$ cat src/sv/bvm_pkg.sv
// ----------------------------------------------------------------------------
// bvm_pkg
// Shared types, constants and the open-circuit-voltage curve of the
// battery voltage monitor.
// ----------------------------------------------------------------------------
package bvm_pkg;

  localparam int SPR_DEFAULT = 16;

  localparam int SUM_W   = 18;
  localparam int COUNT_W = 7;
  localparam int INDEX_W = 6;
  localparam int MV_W    = 16;
  localparam int PCT_W   = 7;
  localparam int CURVE_POINTS = 11;

  // Shared serial divider operand widths
  localparam int DIV_AW = 24;
  localparam int DIV_BW = 12;

  localparam logic [11:0] PIN_FULL_MV   = 12'd3100;
  localparam logic [11:0] ADC_FULL_CODE = 12'd4095;
  localparam logic [12:0] OCV_TOP_MV    = 13'd4160;
  localparam logic [12:0] OCV_BOTTOM_MV = 13'd2990;
  localparam logic [6:0]  PCT_FULL      = 7'd100;
  localparam logic [6:0]  PCT_STEP      = 7'd10;

  localparam logic [1:0] REG_ENABLE  = 2'd0;
  localparam logic [1:0] REG_DIV_NUM = 2'd1;
  localparam logic [1:0] REG_DIV_DEN = 2'd2;

  typedef struct packed {
    logic [11:0] sample;
    logic        read_ok;
  } sample_t;

  typedef struct packed {
    logic [MV_W-1:0]  millivolt;
    logic [PCT_W-1:0] percent;
  } result_t;

  typedef struct packed {
    logic       enable;
    logic [3:0] divider_num;
    logic [3:0] divider_den;
  } cfg_t;

  typedef enum logic [1:0] {
    DIV_AVG,
    DIV_MV,
    DIV_SOC
  } div_sel_t;

  typedef struct packed {
    logic     accum;
    logic     div_start;
    div_sel_t div_sel;
    logic     pin_mul;
    logic     pin_est;
    logic     pin_fix;
    logic     smooth;
    logic     soc_eval;
    logic     pct_load;
    logic     load_out;
  } dp_cmd_t;

  typedef struct packed {
    logic fire;
    logic div_done;
    logic soc_direct;
  } dp_stat_t;

  function automatic logic [12:0] ocv_mv(input logic [3:0] idx);
    logic [12:0] mv;
    case (idx)
      4'd0:    mv = 13'd4160;
      4'd1:    mv = 13'd4020;
      4'd2:    mv = 13'd3940;
      4'd3:    mv = 13'd3870;
      4'd4:    mv = 13'd3810;
      4'd5:    mv = 13'd3760;
      4'd6:    mv = 13'd3740;
      4'd7:    mv = 13'd3720;
      4'd8:    mv = 13'd3680;
      4'd9:    mv = 13'd3620;
      default: mv = 13'd2990;
    endcase
    return mv;
  endfunction

endpackage

$ cat src/sv/battery_voltage_monitor.sv
// ----------------------------------------------------------------------------
// battery_voltage_monitor
// Averages batches of converter samples into smoothed battery millivolts and
// a state-of-charge percent from an open-circuit-voltage curve.
// ----------------------------------------------------------------------------
// A sample that does not end a batch is taken in the idle state. The sample that
// ends a batch with at least one good read occupies the block for the batch-end
// arithmetic: the average, the divider ratio and the curve interpolation each
// run through one shared serial divider, a start state and then 24 steps; the
// pin scaling takes an estimate step and a correction step of reciprocal
// arithmetic; the interpolation step is skipped at the curve ends.
// sample_stall is high over that time, and longer while an earlier result
// still waits on result_stall. A finished result waits in the output register
// while the next batch is taken.
module battery_voltage_monitor import bvm_pkg::*; #(
  parameter int SAMPLES_PER_READ = SPR_DEFAULT
) (
  input  logic        clk,
  input  logic        rst,
  input  logic        sample_valid,
  output logic        sample_stall,
  input  sample_t     sample_data,
  output logic        result_valid,
  input  logic        result_stall,
  output result_t     result_data,
  input  logic        psel,
  input  logic        penable,
  input  logic        pwrite,
  input  logic [3:0]  paddr,
  input  logic [31:0] pwdata,
  output logic [31:0] prdata,
  output logic        pready
);

  cfg_t     cfg;
  dp_cmd_t  cmd;
  dp_stat_t stat;
  logic     cfg_write;

  assign pready    = 1'b1;
  assign cfg_write = psel && penable && pwrite;

  always_ff @(posedge clk) begin
    if (rst) begin
      cfg.enable      <= 1'b0;
      cfg.divider_num <= 4'd3;
      cfg.divider_den <= 4'd1;
    end else if (cfg_write) begin
      case (paddr[3:2])
        REG_ENABLE:  cfg.enable      <= pwdata[0];
        REG_DIV_NUM: cfg.divider_num <= pwdata[3:0];
        REG_DIV_DEN: cfg.divider_den <= pwdata[3:0];
        default: ;
      endcase
    end
  end

  always_comb begin
    case (paddr[3:2])
      REG_ENABLE:  prdata = {31'd0, cfg.enable};
      REG_DIV_NUM: prdata = {28'd0, cfg.divider_num};
      REG_DIV_DEN: prdata = {28'd0, cfg.divider_den};
      default:     prdata = '0;
    endcase
  end

  bvm_ctrl u_ctrl (
    .clk          (clk),
    .rst          (rst),
    .cfg          (cfg),
    .sample_valid (sample_valid),
    .sample_stall (sample_stall),
    .result_valid (result_valid),
    .result_stall (result_stall),
    .stat         (stat),
    .cmd          (cmd)
  );

  bvm_dp #(
    .SAMPLES_PER_READ (SAMPLES_PER_READ)
  ) u_dp (
    .clk         (clk),
    .rst         (rst),
    .cfg         (cfg),
    .sample_data (sample_data),
    .cmd         (cmd),
    .stat        (stat),
    .result_data (result_data)
  );

endmodule

$ cat src/sv/bvm_div.sv
// ----------------------------------------------------------------------------
// bvm_div
// Restoring divider, one quotient bit per cycle, shared by the batch-end
// divisions by a variable divisor.
// ----------------------------------------------------------------------------
module bvm_div import bvm_pkg::*; (
  input  logic              clk,
  input  logic              rst,
  input  logic              start,
  input  logic [DIV_AW-1:0] dividend,
  input  logic [DIV_BW-1:0] divisor,
  output logic              done,
  output logic [DIV_AW-1:0] quotient
);

  localparam int CNT_W = $clog2(DIV_AW);

  logic              busy;
  logic [CNT_W-1:0]  cnt;
  logic [DIV_BW-1:0] rem;
  logic [DIV_BW-1:0] dvsr;
  logic [DIV_AW-1:0] quo;
  logic [DIV_BW:0]   rem_sh;
  logic              fits;

  assign rem_sh   = {rem, quo[DIV_AW-1]};
  assign fits     = rem_sh >= {1'b0, dvsr};
  assign quotient = quo;

  always_ff @(posedge clk) begin
    if (rst) begin
      busy <= 1'b0;
      done <= 1'b0;
      cnt  <= '0;
    end else begin
      done <= 1'b0;
      if (start) begin
        busy <= 1'b1;
        cnt  <= '0;
      end else if (busy) begin
        cnt <= cnt + 1'b1;
        if (cnt == CNT_W'(DIV_AW - 1)) begin
          busy <= 1'b0;
          done <= 1'b1;
        end
      end
    end
  end

  always_ff @(posedge clk) begin
    if (start) begin
      quo  <= dividend;
      rem  <= '0;
      dvsr <= divisor;
    end else if (busy) begin
      quo <= {quo[DIV_AW-2:0], fits};
      rem <= fits ? DIV_BW'(rem_sh - {1'b0, dvsr}) : rem_sh[DIV_BW-1:0];
    end
  end

`ifndef SYNTHESIS
  a_start_idle: assert property (@(posedge clk) disable iff (rst) start |-> !busy)
    else $error("divider started while busy");
  a_done_idle: assert property (@(posedge clk) disable iff (rst) done |-> !busy)
    else $error("divider done while still busy");
`endif

endmodule

$ cat src/sv/bvm_dp.sv
// ----------------------------------------------------------------------------
// bvm_dp
// Datapath: batch accumulation, pin scaling, operand selection for the shared
// divider, smoothing, curve interpolation and the result register.
// ----------------------------------------------------------------------------
module bvm_dp import bvm_pkg::*; #(
  parameter int SAMPLES_PER_READ = SPR_DEFAULT
) (
  input  logic     clk,
  input  logic     rst,
  input  cfg_t     cfg,
  input  sample_t  sample_data,
  input  dp_cmd_t  cmd,
  output dp_stat_t stat,
  output result_t  result_data
);

  logic [SUM_W-1:0]   sample_sum;
  logic [COUNT_W-1:0] good_count;
  logic [INDEX_W-1:0] batch_index;
  logic [MV_W-1:0]    smoothed_mv;
  logic [PCT_W-1:0]   percent;
  logic [PCT_W-1:0]   seg_base;
  logic [23:0]        pin_prod;
  logic [11:0]        pin_est;
  logic [11:0]        pin_mv;

  logic [COUNT_W-1:0] count_next;
  logic               batch_last;
  logic               div_done;
  logic [DIV_AW-1:0]  quotient;
  logic [DIV_AW-1:0]  div_a;
  logic [DIV_BW-1:0]  div_b;
  logic [3:0]         den_eff;
  logic [17:0]        smooth_sum;
  logic [24:0]        pin_sum;
  logic [23:0]        pin_back;
  logic [23:0]        pin_rem;
  logic [3:0]         seg;
  logic [12:0]        seg_hi;
  logic [12:0]        seg_lo;
  logic [9:0]         seg_span;
  logic [9:0]         seg_off;
  logic               at_top;
  logic               at_bottom;

  assign count_next = good_count + COUNT_W'(sample_data.read_ok);
  assign batch_last = batch_index == INDEX_W'(SAMPLES_PER_READ - 1);
  assign den_eff    = (cfg.divider_den == 4'd0) ? 4'd1 : cfg.divider_den;
  assign smooth_sum = 18'({smoothed_mv, 1'b0}) + 18'(smoothed_mv) + 18'(quotient[MV_W-1:0]);

  // Divide by 4095: estimate low by at most one, then correct
  assign pin_sum  = {1'b0, pin_prod} + 25'(pin_prod[23:12]);
  assign pin_back = {pin_est, 12'd0} - 24'(pin_est);
  assign pin_rem  = pin_prod - pin_back;

  assign at_top    = smoothed_mv >= MV_W'(OCV_TOP_MV);
  assign at_bottom = smoothed_mv <= MV_W'(OCV_BOTTOM_MV);

  always_comb begin
    seg = 4'(CURVE_POINTS - 1);
    for (int i = CURVE_POINTS - 1; i >= 1; i--) begin
      if (smoothed_mv >= MV_W'(ocv_mv(4'(i)))) seg = 4'(i);
    end
  end

  assign seg_hi   = ocv_mv(seg - 4'd1);
  assign seg_lo   = ocv_mv(seg);
  assign seg_span = 10'(seg_hi - seg_lo);
  assign seg_off  = 10'(smoothed_mv - MV_W'(seg_lo));

  always_comb begin
    case (cmd.div_sel)
      DIV_AVG: begin
        div_a = DIV_AW'(sample_sum);
        div_b = DIV_BW'(good_count);
      end
      DIV_MV: begin
        div_a = DIV_AW'(pin_mv) * DIV_AW'(cfg.divider_num);
        div_b = DIV_BW'(den_eff);
      end
      DIV_SOC: begin
        div_a = DIV_AW'(seg_off) * DIV_AW'(PCT_STEP);
        div_b = DIV_BW'(seg_span);
      end
      default: begin
        div_a = '0;
        div_b = '0;
      end
    endcase
  end

  bvm_div u_div (
    .clk      (clk),
    .rst      (rst),
    .start    (cmd.div_start),
    .dividend (div_a),
    .divisor  (div_b),
    .done     (div_done),
    .quotient (quotient)
  );

  assign stat.fire       = batch_last && (count_next != '0);
  assign stat.div_done   = div_done;
  assign stat.soc_direct = at_top || at_bottom;

  always_ff @(posedge clk) begin
    if (rst) begin
      sample_sum  <= '0;
      good_count  <= '0;
      batch_index <= '0;
      smoothed_mv <= '0;
    end else begin
      if (cmd.accum) begin
        if (sample_data.read_ok) sample_sum <= sample_sum + SUM_W'(sample_data.sample);
        good_count <= count_next;
        if (batch_last) begin
          batch_index <= '0;
          if (count_next == '0) sample_sum <= '0;
        end else begin
          batch_index <= batch_index + 1'b1;
        end
      end
      if (cmd.div_start && cmd.div_sel == DIV_AVG) begin
        sample_sum <= '0;
        good_count <= '0;
      end
      if (cmd.smooth) begin
        smoothed_mv <= (smoothed_mv != '0) ? smooth_sum[17:2] : quotient[MV_W-1:0];
      end
    end
  end

  always_ff @(posedge clk) begin
    if (cmd.pin_mul) pin_prod <= 24'(quotient[11:0]) * 24'(PIN_FULL_MV);
    if (cmd.pin_est) pin_est <= pin_sum[23:12];
    if (cmd.pin_fix) pin_mv <= (pin_rem >= 24'(ADC_FULL_CODE)) ? pin_est + 12'd1 : pin_est;
    if (cmd.soc_eval) begin
      if (at_top) percent <= PCT_FULL;
      else if (at_bottom) percent <= '0;
      seg_base <= PCT_FULL - PCT_W'(seg) * PCT_STEP;
    end
    if (cmd.pct_load) percent <= seg_base + quotient[PCT_W-1:0];
    if (cmd.load_out) begin
      result_data.millivolt <= smoothed_mv;
      result_data.percent   <= percent;
    end
  end

`ifndef SYNTHESIS
  a_empty_sum: assert property (@(posedge clk) disable iff (rst)
    good_count == '0 |-> sample_sum == '0)
    else $error("sum nonzero with no good samples");
  a_count_bound: assert property (@(posedge clk) disable iff (rst)
    good_count <= COUNT_W'(SAMPLES_PER_READ))
    else $error("good count beyond batch length");
`endif

endmodule

$ cat src/sv/bvm_ctrl.sv
// ----------------------------------------------------------------------------
// bvm_ctrl
// Controller: takes samples, sequences the batch-end arithmetic and the
// result transfer.
// ----------------------------------------------------------------------------
module bvm_ctrl import bvm_pkg::*; (
  input  logic     clk,
  input  logic     rst,
  input  cfg_t     cfg,
  input  logic     sample_valid,
  output logic     sample_stall,
  output logic     result_valid,
  input  logic     result_stall,
  input  dp_stat_t stat,
  output dp_cmd_t  cmd
);

  typedef enum logic [3:0] {
    S_IDLE,
    S_AVG,
    W_AVG,
    S_PIN_EST,
    S_PIN_FIX,
    S_MV,
    W_MV,
    S_SOC,
    W_SOC,
    S_OUT
  } state_t;

  state_t state;
  state_t state_next;
  logic   slot_free;

  assign sample_stall = state != S_IDLE;
  assign slot_free    = !result_valid || !result_stall;

  always_comb begin
    cmd        = '0;
    cmd.div_sel = DIV_AVG;
    state_next = state;
    case (state)
      S_IDLE: begin
        cmd.accum = sample_valid && cfg.enable;
        if (cmd.accum && stat.fire) state_next = S_AVG;
      end
      S_AVG: begin
        cmd.div_start = 1'b1;
        state_next    = W_AVG;
      end
      W_AVG: begin
        cmd.pin_mul = stat.div_done;
        if (stat.div_done) state_next = S_PIN_EST;
      end
      S_PIN_EST: begin
        cmd.pin_est = 1'b1;
        state_next  = S_PIN_FIX;
      end
      S_PIN_FIX: begin
        cmd.pin_fix = 1'b1;
        state_next  = S_MV;
      end
      S_MV: begin
        cmd.div_start = 1'b1;
        cmd.div_sel   = DIV_MV;
        state_next    = W_MV;
      end
      W_MV: begin
        cmd.smooth = stat.div_done;
        if (stat.div_done) state_next = S_SOC;
      end
      S_SOC: begin
        cmd.soc_eval  = 1'b1;
        cmd.div_sel   = DIV_SOC;
        cmd.div_start = !stat.soc_direct;
        state_next    = stat.soc_direct ? S_OUT : W_SOC;
      end
      W_SOC: begin
        cmd.pct_load = stat.div_done;
        if (stat.div_done) state_next = S_OUT;
      end
      S_OUT: begin
        cmd.load_out = slot_free;
        if (slot_free) state_next = S_IDLE;
      end
      default: state_next = S_IDLE;
    endcase
  end

  always_ff @(posedge clk) begin
    if (rst) begin
      state        <= S_IDLE;
      result_valid <= 1'b0;
    end else begin
      state <= state_next;
      if (cmd.load_out) result_valid <= 1'b1;
      else if (!result_stall) result_valid <= 1'b0;
    end
  end

`ifndef SYNTHESIS
  a_fire_avg: assert property (@(posedge clk) disable iff (rst)
    cmd.accum && stat.fire |=> state == S_AVG)
    else $error("batch end did not start averaging");
`endif

endmodule
$ cat config.mk
export PLATFORM = sky130hd
export DESIGN_NAME = battery_voltage_monitor
export DESIGN_NICKNAME = d
export VERILOG_FILES = /design/src/sv/bvm_pkg.sv /design/src/sv/battery_voltage_monitor.sv /design/src/sv/bvm_div.sv /design/src/sv/bvm_dp.sv /design/src/sv/bvm_ctrl.sv
export SDC_FILE = /design/constraint.sdc
export NUM_CORES = 1
export LEC_CHECK = 0
export BUFFER_PORTS_ARGS = -buffer_cell sky130_fd_sc_hd__buf_4
export CAP_MARGIN = 20
export CELL_PAD_IN_SITES_DETAIL_PLACEMENT = 1
export CELL_PAD_IN_SITES_GLOBAL_PLACEMENT = 2
export CORE_ASPECT_RATIO = 1.75
export CORE_MARGIN = 1.5
export CORE_UTILIZATION = 40
export DETAILED_ROUTE_END_ITERATION = 8
export PLACE_DENSITY_LB_ADDON = 0.1
export RECOVER_POWER = 25
export SLEW_MARGIN = 20
export SYNTH_ARGS = -nofsm -noshare
export SYNTH_HDL_FRONTEND = slang
export SYNTH_HIERARCHICAL = 1
export SYNTH_SLANG_ARGS = --single-unit
$ cat constraint.sdc
create_clock -name clk -period 7.5 [get_ports clk]
set_clock_uncertainty 0.05 [all_clocks]
set_input_delay 0.375 -clock clk [delete_from_list [all_inputs] [get_ports clk]]
set_output_delay 0.375 -clock clk [all_outputs]
set_load 0.03 [all_outputs]
==> impl_metrics.yaml <==
timing:
  maxSlewViolCount: 0
  max_freq_ghz: 0.1443
  timing_hold_violations_final: 0
  rsz0062_at_grt: "no"
  min_period_over_period_pct: 92.42
  relSlewSlack_pct: 2.816
  tightestPinTransition_ns: 1.458
  setup_violations: 0
  setup-tns-final_ns: 0
  period_needed_ns: 6.932
  timing.hold.ws_ns: 0.1511
routing:
  detailedRoute.firstPassIterationCount: 4
  drt_iter0_markers: 443
  dr_total_vias: 14530
  via_per_inst: 5.554
  drc: 0
  wirelength_um: 54330
  ant_nets: 0
  wire_per_inst_um: 20.76
worst_setup_path:
  cp_max_fo: 10
  worstPathRequired_ns: 7.66
  cp-start-kind: "register"
  path_class: "register to register"
  end_kind: "register"
  max_stage_delay_ns: 0.64
  cp_slowest_cell: "dfxtp_1"
  cp.arrival_ns: 7.09
power:
  p_leak_nw: 8.665
  powerDensity_nw_per_um2: 306.7
  fin_total_pwr_w: 0.006106
  ir_drop_mv: 0.4732
logic_synthesis:
  post-synth-top-area-cell: "edfxtp_1"
  yosys_warnings: 6
  synthCells: 1983
  async_flop_share_pct: 0
  postSynthAreaPerCell_um2: 9.295
  synth_edf_count: 118
  ys.flop_type: "edfxtp_1"
  yosys.area.top_type_share_pct: 19.22
  ys_seq_elements: 198
  synth_area_leaders: "edfxtp_1 19%, ha_1 19%, dfxtp_1 8.7%, fa_1 6.5%, xnor2_1 4.4%"
  synth_cell_types: 93
  netlist_area_um2: 18430
  seq_area_frac_synth_pct: 27.91
finish:
  final_core_utilization_pct: 43.89
  drive_above_1_share_pct: 7.311
  layout.cells.non_filler: 2617
  final_nets: 2416
  area_growth_pct: 8.017
global_route:
  met1_usage_pct: 25.36
  overflow: 0
  grt_pass1_vias: 15600
  busiest_layer: "met2"
  grt_pass1_wl_um: 84990
  grt_max_degree: 42
  grt.total_usage_pct: 23.58
  grtUsageMet3_pct: 2.020
  met2_usage_pct: 44.70
  antenna_found_initial: 3
floorplan:
  die_area_um2: 47430
  die_h_um: 287.0
  coreArea_um2: 45360
  start_util_pct: 40.63
  io_pins: 114
  row_count: 103
  die_w_um: 165.3
clocking:
  cts_tree: "done"
  cts_buffers: 17
  ctsResizeCount: 0
  cts.sinks: 198
  cts_max_level: 4
  clkLatencyLatePin_ns: 0.46
  cts_setup_buffers: 0
  clk_pin_slew_worst_paths_ns: 0.08
  cts_buffer_depth: 2
  cts-root-buf: "clkbuf_16"
  cts_hold_buf: 0
placed_design:
  dp_cells: 2583
  finalWeightedCongestion: 0.8631
  hpwlAfterDp_um: 44500
  portBuffers: 54
job:
  cap_violations: 0
hold_path:
  hold_path.class: "primary input to register"
run_status:
  outcome: "finished, final reports clean"
critical path, delay by kind of cell, from the launching register on:
kind	cells	cell delay, ns
DFF	1	0.64
buffers and inverters	2	0.27
and+or+nand+nor	4	0.80
muxes	1	0.29
adders and majority gates	6	1.91
AOI/OAI and AO/OA	14	2.33
xor gates and xnor gates	2	0.39
placed cells by master, fill, tap and decap left out, types with 17 or more instances in the layout:
| cell | Yosys | routed |
|---|---|---|
| xnor2_1 | 93 | 93 |
| and3_1 | 22 | 22 |
| a211oi_1 | 17 | 17 |
| mux2_2 | 25 | 25 |
| nand2_1 | 150 | 150 |
| nor3_1 | 39 | 37 |
| nor2b_1 | 20 | 20 |
| nand2b_1 | 30 | 30 |
| a21oi_1 | 109 | 109 |
| a31oi_1 | 18 | 18 |
| o21bai_1 | 18 | 18 |
| nand4_1 | 29 | 29 |
| buf_4 | 31 | 41 |
| dfxtp_1 | 80 | 80 |
| conb_1 | 3 | 37 |
| and2_1 | 32 | 32 |
| xor2_1 | 46 | 46 |
| clkbuf_1 | 42 | 30 |
| nand3_1 | 39 | 40 |
| edfxtp_1 | 118 | 118 |
| o21ai_0 | 58 | 58 |
| inv_1 | 180 | 180 |
| clkbuf_16 | 0 | 17 |
| nor2_1 | 155 | 152 |
| ha_1 | 275 | 275 |
| mux2i_1 | 33 | 33 |
| fa_1 | 60 | 60 |
| a21o_1 | 43 | 43 |
area by class of cell:
type,count,area (µm²)
Clock buffer,17,425.4
Antenna cell,2,5.005
Multi-Input combinational cell,1555,12290
Timing Repair Buffer,73,432.9
Inverter,180,675.6
Fill cell,5363,25450
Sequential cell,198,5145
Tap cell,577,721.9
Clock inverter,15,214.0
synthesized netlist by cell type (5+ instances only):
cell type  count
ha_1         275
inv_1        180
nor2_1       155
nand2_1      150
edfxtp_1     118
a21oi_1      109
xnor2_1       93
dfxtp_1       80
fa_1          60
o21ai_0       58
xor2_1        46
a21o_1        43
clkbuf_1      42
nand3_1       39
nor3_1        39
mux2i_1       33
and2_1        32
buf_4         31
nand2b_1      30
nand4_1       29
mux2_2        25
and3_1        22
nor2b_1       20
a31oi_1       18
o21bai_1      18
a211oi_1      17
a311oi_1      16
o22ai_1       15
a22oi_1       13
o21a_1        12
or3_1         11
nor3b_1        8
or2_2          8
a31o_2         7
o21ai_1        7
o31ai_1        7
buf_1          6
nor4_1         6
o41ai_1        6
a21boi_0       5
and4_1         5
per-layer routing:
| metal | up-vias | wire length (µm) |
|---|---|---|
| li1 | 7049 | - |
| met1 | 7237 | 21250 |
| met2 | 168 | 29700 |
| met3 | 80 | 802 |
| met4 | 0 | 2572 |
| met5 | - | 0 |
cell families after synthesis:
group           count (synthesis)  synth area share [%]
xor+xnor                      141                 6.782
other cells                     3               0.06109
compound gates                407                 15.08
simple gates                  577                 15.48
mux                            58                 3.320
buf+inv                       264                 6.177
flops                         198                 27.91
fa+ha+maj                     335                 25.18
worst paths after layout:
check	start	end	slack (ns)	depth (start not counted)
worst min register to register	u_dp/percent[0]	u_dp/result_data[0]	0.40	0
worst max-delay path	u_dp/smoothed_mv[2]	u_dp/u_div/quotient[12]	0.57	29
worst max register to register	u_dp/smoothed_mv[2]	u_dp/u_div/quotient[12]	0.57	29
worst min-delay path	pwdata[1]	cfg[1]	0.15	3
registers in the layout (all words and copies together), names as in the netlist:
signal,flops
u_dp/u_div/quotient,24
u_dp/result_data,23
u_dp/pin_prod,22
u_dp/sample_sum,18
u_dp/smoothed_mv,16
u_dp/pin_est,12
u_dp/pin_mv,12
u_dp/u_div/dvsr,12
u_dp/u_div/rem,12
cfg,9
u_dp/good_count,7
u_dp/percent,7
u_dp/batch_index,6
u_dp/seg_base,6
u_dp/u_div/cnt,5
u_ctrl/state,4
u_ctrl/result_valid,1
u_dp/u_div/busy,1
u_dp/u_div/done,1
stage by stage:
step | worst slack, ns | cell area [µm²]
6_report | 0.5684 | 19910
5_1_grt | 0.03696 | 19910
4_1_cts | 0.5073 | 20030
3_5_place_dp | 0.5534 | 19390
3_3_place_gp | 0.6246 | 19390
2_1_floorplan | 1.347 | 18560
where the power goes:
group          switching, W  total [W]  leakage, nW  internal (W)
clock              0.000476    0.00102        0.308      0.000541
combinational       0.00197    0.00352         6.63       0.00155
sequential         0.000122    0.00157         1.73       0.00145
Power figures use the tool's default switching activity.
